<file path="src/rtl/xcfr_pkg.sv">
package xcfr_pkg;

  // Frame layout
  localparam int unsigned StoreDepth = 12;
  localparam int unsigned CountW     = 8;
  localparam int unsigned StoreIdxW  = $clog2(StoreDepth);

  localparam logic [7:0] HeaderReset = 8'hAA;

  // Result status codes
  localparam logic [1:0] StatusValues   = 2'd0;
  localparam logic [1:0] StatusOtherLen = 2'd1;
  localparam logic [1:0] StatusBadCheck = 2'd2;

  // One finished frame
  typedef struct packed {
    logic [1:0]  status;
    logic [7:0]  payload_length;
    logic [31:0] value_first;
    logic [31:0] value_second;
    logic [31:0] value_third;
  } xcfr_result_t;

endpackage

</file>
<file path="src/rtl/xcfr_byte_if.sv">
interface xcfr_byte_if;
  logic       valid;
  logic       ready;
  logic [7:0] rx_byte;

  modport source (output valid, output rx_byte, input ready);
  modport sink (input valid, input rx_byte, output ready);
endinterface

</file>
<file path="src/rtl/xcfr_result_if.sv">
interface xcfr_result_if;
  logic        valid;
  logic        ready;
  logic [1:0]  status;
  logic [7:0]  payload_length;
  logic [31:0] value_first;
  logic [31:0] value_second;
  logic [31:0] value_third;

  modport source (
    output valid, output status, output payload_length,
    output value_first, output value_second, output value_third,
    input ready
  );
  modport sink (
    input valid, input status, input payload_length,
    input value_first, input value_second, input value_third,
    output ready
  );
endinterface

</file>
<file path="src/rtl/xor_checked_frame_receiver_core.sv">
// Channel   Dir  Contents
// rx_if     in   rx_byte: one received serial byte
// res_if    out  status, payload_length, value_first/second/third
// header    in   header_wr_en_i / header_wr_data_i: frame start byte
//
// One byte is taken every cycle, save a checksum byte held by a full output
// register; a result word appears in the cycle after its checksum byte and
// sits in that single output register. Only the checksum byte waits on it:
// other bytes are taken even while a result is stalled on res_if.
// Reset is asynchronous, active low; header byte returns to 0xAA.
module xor_checked_frame_receiver_core (
  input  logic          clk_i,
  input  logic          rst_ni,
  input  logic          header_wr_en_i,
  input  logic [7:0]    header_wr_data_i,
  xcfr_byte_if.sink     rx_if,
  xcfr_result_if.source res_if
);
  import xcfr_pkg::*;

  logic         at_check;
  logic         res_load;
  logic         out_space;
  logic         byte_fire;
  xcfr_result_t res_d;
  xcfr_result_t res_q;

  // checksum byte needs a free output slot
  assign rx_if.ready = !at_check || out_space;
  assign byte_fire   = rx_if.valid && rx_if.ready;

  xcfr_parser u_parser (
    .clk_i         (clk_i),
    .rst_ni        (rst_ni),
    .hdr_wr_en_i   (header_wr_en_i),
    .hdr_wr_data_i (header_wr_data_i),
    .byte_fire_i   (byte_fire),
    .byte_i        (rx_if.rx_byte),
    .at_check_o    (at_check),
    .res_load_o    (res_load),
    .res_o         (res_d)
  );

  xcfr_out_reg u_out_reg (
    .clk_i   (clk_i),
    .rst_ni  (rst_ni),
    .load_i  (res_load),
    .data_i  (res_d),
    .space_o (out_space),
    .valid_o (res_if.valid),
    .ready_i (res_if.ready),
    .data_o  (res_q)
  );

  assign res_if.status         = res_q.status;
  assign res_if.payload_length = res_q.payload_length;
  assign res_if.value_first    = res_q.value_first;
  assign res_if.value_second   = res_q.value_second;
  assign res_if.value_third    = res_q.value_third;

  // Checks
  a_load_has_space: assert property (@(posedge clk_i) disable iff (!rst_ni)
    res_load |-> out_space)
    else $error("result loaded into a full output register");

  a_load_shows: assert property (@(posedge clk_i) disable iff (!rst_ni)
    res_load |=> res_if.valid)
    else $error("loaded result not presented");

  a_values_len: assert property (@(posedge clk_i) disable iff (!rst_ni)
    (res_if.valid && res_if.status == StatusValues) |-> (res_if.payload_length == 8'd12))
    else $error("value status without a twelve byte payload");

  a_values_zero: assert property (@(posedge clk_i) disable iff (!rst_ni)
    (res_if.valid && res_if.status != StatusValues) |->
      (res_if.value_first == '0 && res_if.value_second == '0 && res_if.value_third == '0))
    else $error("values not cleared for non-value status");

endmodule

</file>
<file path="src/rtl/xcfr_parser.sv">
module xcfr_parser (
  input  logic                  clk_i,
  input  logic                  rst_ni,
  input  logic                  hdr_wr_en_i,
  input  logic [7:0]            hdr_wr_data_i,
  input  logic                  byte_fire_i,
  input  logic [7:0]            byte_i,
  output logic                  at_check_o,
  output logic                  res_load_o,
  output xcfr_pkg::xcfr_result_t res_o
);
  import xcfr_pkg::*;

  typedef enum logic [1:0] {
    PhHeader,
    PhLength,
    PhPayload,
    PhCheck
  } phase_e;

  phase_e              phase_q;
  logic [7:0]          header_q;
  logic [7:0]          exp_len_q;
  logic [CountW-1:0]   count_q;
  logic [7:0]          xor_q;
  logic [7:0]          store_q [StoreDepth];
  logic [CountW:0]     count_inc;
  logic                status_good;

  assign count_inc  = {1'b0, count_q} + {{CountW{1'b0}}, 1'b1};
  assign at_check_o = (phase_q == PhCheck);
  assign res_load_o = byte_fire_i && at_check_o;

  // Header byte register
  always_ff @(posedge clk_i or negedge rst_ni) begin
    if (!rst_ni) begin
      header_q <= HeaderReset;
    end else if (hdr_wr_en_i) begin
      header_q <= hdr_wr_data_i;
    end
  end

  // Frame state machine
  always_ff @(posedge clk_i or negedge rst_ni) begin
    if (!rst_ni) begin
      phase_q   <= PhHeader;
      exp_len_q <= '0;
      count_q   <= '0;
      xor_q     <= '0;
    end else if (byte_fire_i) begin
      case (phase_q)
        PhHeader: begin
          if (byte_i == header_q) phase_q <= PhLength;
        end
        PhLength: begin
          exp_len_q <= byte_i;
          count_q   <= '0;
          xor_q     <= '0;
          phase_q   <= PhPayload;
        end
        PhPayload: begin
          xor_q   <= xor_q ^ byte_i;
          count_q <= count_inc[CountW-1:0];
          // zero length still takes one byte
          if (count_inc >= {1'b0, exp_len_q}) phase_q <= PhCheck;
        end
        PhCheck: begin
          phase_q <= PhHeader;
          count_q <= '0;
          xor_q   <= '0;
        end
        default: phase_q <= PhHeader;
      endcase
    end
  end

  // Payload store: first bytes only, no reset
  always_ff @(posedge clk_i) begin
    if (byte_fire_i && phase_q == PhPayload && count_q < CountW'(StoreDepth)) begin
      store_q[count_q[StoreIdxW-1:0]] <= byte_i;
    end
  end

  // Result word, formed on the checksum byte
  assign status_good = (byte_i == xor_q);

  always_comb begin
    res_o                = '0;
    res_o.payload_length = exp_len_q;
    if (!status_good) begin
      res_o.status = StatusBadCheck;
    end else if (exp_len_q == 8'(StoreDepth)) begin
      res_o.status       = StatusValues;
      res_o.value_first  = {store_q[0], store_q[1], store_q[2], store_q[3]};
      res_o.value_second = {store_q[4], store_q[5], store_q[6], store_q[7]};
      res_o.value_third  = {store_q[8], store_q[9], store_q[10], store_q[11]};
    end else begin
      res_o.status = StatusOtherLen;
    end
  end

endmodule

</file>
<file path="src/rtl/xcfr_out_reg.sv">
module xcfr_out_reg (
  input  logic                  clk_i,
  input  logic                  rst_ni,
  input  logic                  load_i,
  input  xcfr_pkg::xcfr_result_t data_i,
  output logic                  space_o,
  output logic                  valid_o,
  input  logic                  ready_i,
  output xcfr_pkg::xcfr_result_t data_o
);
  import xcfr_pkg::*;

  logic         valid_q;
  xcfr_result_t data_q;

  // free when empty or draining this cycle
  assign space_o = !valid_q || ready_i;
  assign valid_o = valid_q;
  assign data_o  = data_q;

  always_ff @(posedge clk_i or negedge rst_ni) begin
    if (!rst_ni) begin
      valid_q <= 1'b0;
    end else if (load_i) begin
      valid_q <= 1'b1;
    end else if (ready_i) begin
      valid_q <= 1'b0;
    end
  end

  always_ff @(posedge clk_i) begin
    if (load_i) data_q <= data_i;
  end

endmodule

</file>
<file path="src/flat_wrapper.sv">
// flat-port wrapper written by rule: the top's interface ports become plain ports
module xor_checked_frame_receiver_core_flat import xcfr_pkg::*;
  (clk_i, rst_ni, header_wr_en_i, header_wr_data_i, rx_if_valid, rx_if_rx_byte, rx_if_ready, res_if_valid, res_if_status, res_if_payload_length, res_if_value_first, res_if_value_second, res_if_value_third, res_if_ready);
  xcfr_byte_if rx_if_i ();
  xcfr_result_if res_if_i ();
  input  logic clk_i;
  input  logic rst_ni;
  input  logic header_wr_en_i;
  input  logic [7:0] header_wr_data_i;
  input wire logic [$bits(rx_if_i.valid)-1:0] rx_if_valid;
  input wire logic [$bits(rx_if_i.rx_byte)-1:0] rx_if_rx_byte;
  output wire logic [$bits(rx_if_i.ready)-1:0] rx_if_ready;
  output wire logic [$bits(res_if_i.valid)-1:0] res_if_valid;
  output wire logic [$bits(res_if_i.status)-1:0] res_if_status;
  output wire logic [$bits(res_if_i.payload_length)-1:0] res_if_payload_length;
  output wire logic [$bits(res_if_i.value_first)-1:0] res_if_value_first;
  output wire logic [$bits(res_if_i.value_second)-1:0] res_if_value_second;
  output wire logic [$bits(res_if_i.value_third)-1:0] res_if_value_third;
  input wire logic [$bits(res_if_i.ready)-1:0] res_if_ready;
  assign rx_if_i.valid = rx_if_valid;
  assign rx_if_i.rx_byte = rx_if_rx_byte;
  assign rx_if_ready = rx_if_i.ready;
  assign res_if_valid = res_if_i.valid;
  assign res_if_status = res_if_i.status;
  assign res_if_payload_length = res_if_i.payload_length;
  assign res_if_value_first = res_if_i.value_first;
  assign res_if_value_second = res_if_i.value_second;
  assign res_if_value_third = res_if_i.value_third;
  assign res_if_i.ready = res_if_ready;
  xor_checked_frame_receiver_core u_core (.clk_i(clk_i), .rst_ni(rst_ni), .header_wr_en_i(header_wr_en_i), .header_wr_data_i(header_wr_data_i), .rx_if(rx_if_i), .res_if(res_if_i));
endmodule
</file>
<file path="config.mk">
export PLATFORM = sky130hd
export DESIGN_NAME = xor_checked_frame_receiver_core_flat
export DESIGN_NICKNAME = d
export VERILOG_FILES = /design/src/rtl/xcfr_pkg.sv /design/src/rtl/xcfr_byte_if.sv /design/src/rtl/xcfr_result_if.sv /design/src/rtl/xor_checked_frame_receiver_core.sv /design/src/rtl/xcfr_parser.sv /design/src/rtl/xcfr_out_reg.sv /design/src/flat_wrapper.sv
export SDC_FILE = /design/constraint.sdc
export NUM_CORES = 1
export LEC_CHECK = 0
export BUFFER_PORTS_ARGS = -buffer_cell sky130_fd_sc_hd__buf_4
export CAP_MARGIN = 20
export CORE_MARGIN = 3
export CORE_UTILIZATION = 40
export CTS_BUF_LIST = sky130_fd_sc_hd__clkbuf_8
export DETAILED_ROUTE_END_ITERATION = 8
export PLACE_DENSITY = 0.62
export SETUP_SLACK_MARGIN = 0.5
export SKIP_LAST_GASP = 1
export SYNTH_ARGS = -nofsm -noshare
export SYNTH_HDL_FRONTEND = slang
export SYNTH_SLANG_ARGS = --single-unit
</file>
<file path="constraint.sdc">
create_clock -name clk_i -period 6.7 [get_ports clk_i]
set_input_delay 2.01 -clock clk_i [delete_from_list [all_inputs] [get_ports clk_i]]
set_output_delay 2.01 -clock clk_i [all_outputs]
set_load 0.02 [all_outputs]
</file>
==> run_results.csv <==
group,metric,value,unit
critical_path,cp_cell_sequence,"buf_4 -> nand3b_1 -> buf_4",
die,fp.dieH,155,µm
synth,synth_top_area_share,68.3,%
sta,finalHoldViolCount,0,
critical_path,path_max_fanout,5,
synth,synth_top_cell_by_area,"edfxtp_1",
route,first_iter_violations,273,
clock_network,cts_buffers,39,
route,wl_met2,8.01,mm
critical_path,startpoint_type,"primary input",
route,firstDrtPassIters,4,
sta,rsz0062_at_grt,"false",
place,gp_congestion,0.766,
sta,setup_viol,0,
worst_hold_path,hp-start,"u_core.u_parser.exp_len_q[2]",
clock_network,clockBufferDepth,3,
global_routing,grt_overflow,0,
critical_path,end_kind,"output port",
worst_hold_path,min_path_cells,0,
global_routing,grt_pass1_wl,26.6,mm
synth,synth_edf_count,202,
synth,ys_seq_elements,237,
route,vias_per_cell,4.65,
route,maxUsedRoutingLayer,"met4",
route,antenna_left,0,
clock_network,clkSinkCount,237,
sta,maxSlewHeadroom,36.9,%
worst_hold_path,hold_path_class,"register to register",
sta,finalCritPeriodShare,68.2,%
critical_path,path_class,"primary input to output port",
sta,tightestPinTransition,0.941,ns
synth,post-synth-top-count-cell,"edfxtp_1",
route,wl_per_cell,17.1,µm
clock_network,clkTransAtPathRegs,0.06,ns
clock_network,cts_tree,"built",
die,dieArea,24000,µm²
clock_network,cts_root_buf,"clkbuf_8",
global_routing,grt_pass1_vias,4852,
synth,synthCells,523,
clock_network,post_cts_buffers,0,
sta,slew_viol_final,0,
layout,final_util,50.6,%
worst_hold_path,min_to,"u_core.u_out_reg.data_o[98]",
power,leakage,4.19,nW
synth,ys_types,39,
clock_network,clock_latency,0.52,ns
power,peakVddDrop,0.000319,V
critical_path,r2r-start,"u_core.u_parser.count_q[0]",
die,core-area,21400,µm²
critical_path,cp.arrival,2.56,ns
layout,nets,716,
synth,syn_nets,561,
die,die_w,155,µm
synth,synth_area_leaders,"edfxtp_1, dfrtp_1, and2_1",
layout,drive_gt1_share,29.3,%
global_routing,antenna_found_initial,0,
global_routing,track_usage,14.2,%
route,drt-total-wl,16.9,mm
power,powerDensity,350,nW/µm²
layout,antenna_cells,0,
route,wl_met1,7.45,mm
route,vias,4577,
clock_network,hold_buffers,0,
global_routing,grt_max_degree,63,
route,dr_wl_met3,1.12,mm
critical_path,cp_slowest_cell,"nand3b_1",
clock_network,htreeDepth,2,
synth,yosys_warnings,0,
clock_network,cts_resized,0,
synth,synth_top_cells_by_count,"edfxtp_1, and2_1, dfrtp_1",
die,fp-row-count,53,
critical_path,required,4.69,ns
sta,clock.fmax,219,MHz
critical_path,crit_top_cell,"buf_4",
place,io_buffers,128,
critical_path,timing.rr.end,"u_core.u_parser.phase_q[1]",
synth,ys_async_sr_fraction,14.8,%
critical_path,cpPeakStageDelay,0.23,ns
outcome,status,"completed",
layout,syn_to_final_growth,22.0,%
die,ios,129,
synth,synth_ff_type,"edfxtp_1",
flow_run,drv_cap,0,
die,initial_core_util,41.4,%
synth,netlist_area,8880,µm²
critical_path,r2r_slack,3.75,ns
place,hpwl,10.5,mm
sta,fin_tns_setup,0,ns
synth,syn_avg_cell_area,17.0,µm²
sta,skew,0.0178,ns
synth,ys_seq_area_share,78.3,%
critical_path,reg2reg_depth,9,
route,drc,0,
sta,fin_crit,4.57,ns
-- report_power, final --
part / internal (mW) / switching [mW] / total [mW]
Sequential: 1.84 / 0.111 / 1.95
Combinational: 0.268 / 0.432 / 0.701
Clock: 0.600 / 0.541 / 1.14
-- routing by layer --
metal	global-route usage, %	vias to the layer above
li1	-	2202
met1	19.3	2193
met2	22.6	153
met3	3.92	29
met4	4.16	0
met5	0	-
-- placed cells by master (no fill, tap or decap), types with 6 or more instances in the layout --
cell	count
edfxtp_1	202
mux2_2	17
nor4_1	6
o21ai_0	22
dfrtp_1	31
nand2_1	16
nand3_1	7
clkinv_2	9
and2_1	108
xor2_1	19
inv_1	23
nor2_1	11
ha_1	17
clkinv_1	10
buf_4	130
clkbuf_8	40
-- worst max-delay path by stage --
stage               depth (start not counted)  slack (ns)         start                    endpoint
global route                                3        2.11  res_if_ready                 rx_if_ready
floorplan                                   2        1.36  res_if_ready  u_core.u_out_reg.data_o[0]
CTS                                         3        2.14  res_if_ready                 rx_if_ready
detailed placement                          3        2.14  res_if_ready                 rx_if_ready
global placement                            3        2.16  res_if_ready                 rx_if_ready
finish                                      3        2.13  res_if_ready                 rx_if_ready
-- cell families after synthesis --
logic type	Yosys count	synth area share, %
flip-flops	237	78.3
AND/OR/NAND/NOR	162	10.8
AO/OA/AOI/OAI	39	2.71
buffers and inverters	29	1.54
XOR/XNOR	22	2.17
multiplexers	17	2.16
adder cells (fa/ha/maj)	17	2.40
-- layout make-up --
cell class	instances	area (µm²)
clock inverters	32	166
flip-flops and latches	237	6950
clock buffers	40	551
inverters	13	48.8
repair buffers	130	976
multi-input cells	257	1800
well taps	275	344
fillers	1785	10600
-- critical path, delay by kind of cell --
kind | cells | cell delay [ns]
buf+inv | 2 | 0.32
simple gates | 1 | 0.23
-- registers in the layout, summed over array words and instances (netlist names) --
register                   flops
u_core.u_parser.count_q        8
u_core.u_parser.xor_q          8
u_core.u_out_reg.data_o      106
u_core.u_parser.store_q       96
u_core.u_out_reg.valid_o       1
u_core.u_parser.exp_len_q      8
u_core.u_parser.phase_q        2
u_core.u_parser.header_q       8
-- metrics by stage --
| step | cell area (µm²) | power [mW] | cells | worst slack, ns | hold WS (ns) |
|---|---|---|---|---|---|
| 3_3_place_gp | 10100 | 2.66 | 912 | 2.16 | 0.479 |
| 3_5_place_dp | 10100 | 2.69 | 912 | 2.14 | 0.481 |
| 4_1_cts | 10800 | 3.85 | 984 | 2.14 | 0.490 |
| 6_report | 10800 | 3.79 | 984 | 2.13 | 0.480 |
| 2_1_floorplan | 8880 | 2.40 | 523 | 1.36 | 0.441 |
| 5_1_grt | 10800 | 4.01 | 984 | 2.11 | 0.506 |
Power figures use the tool's default switching activity.
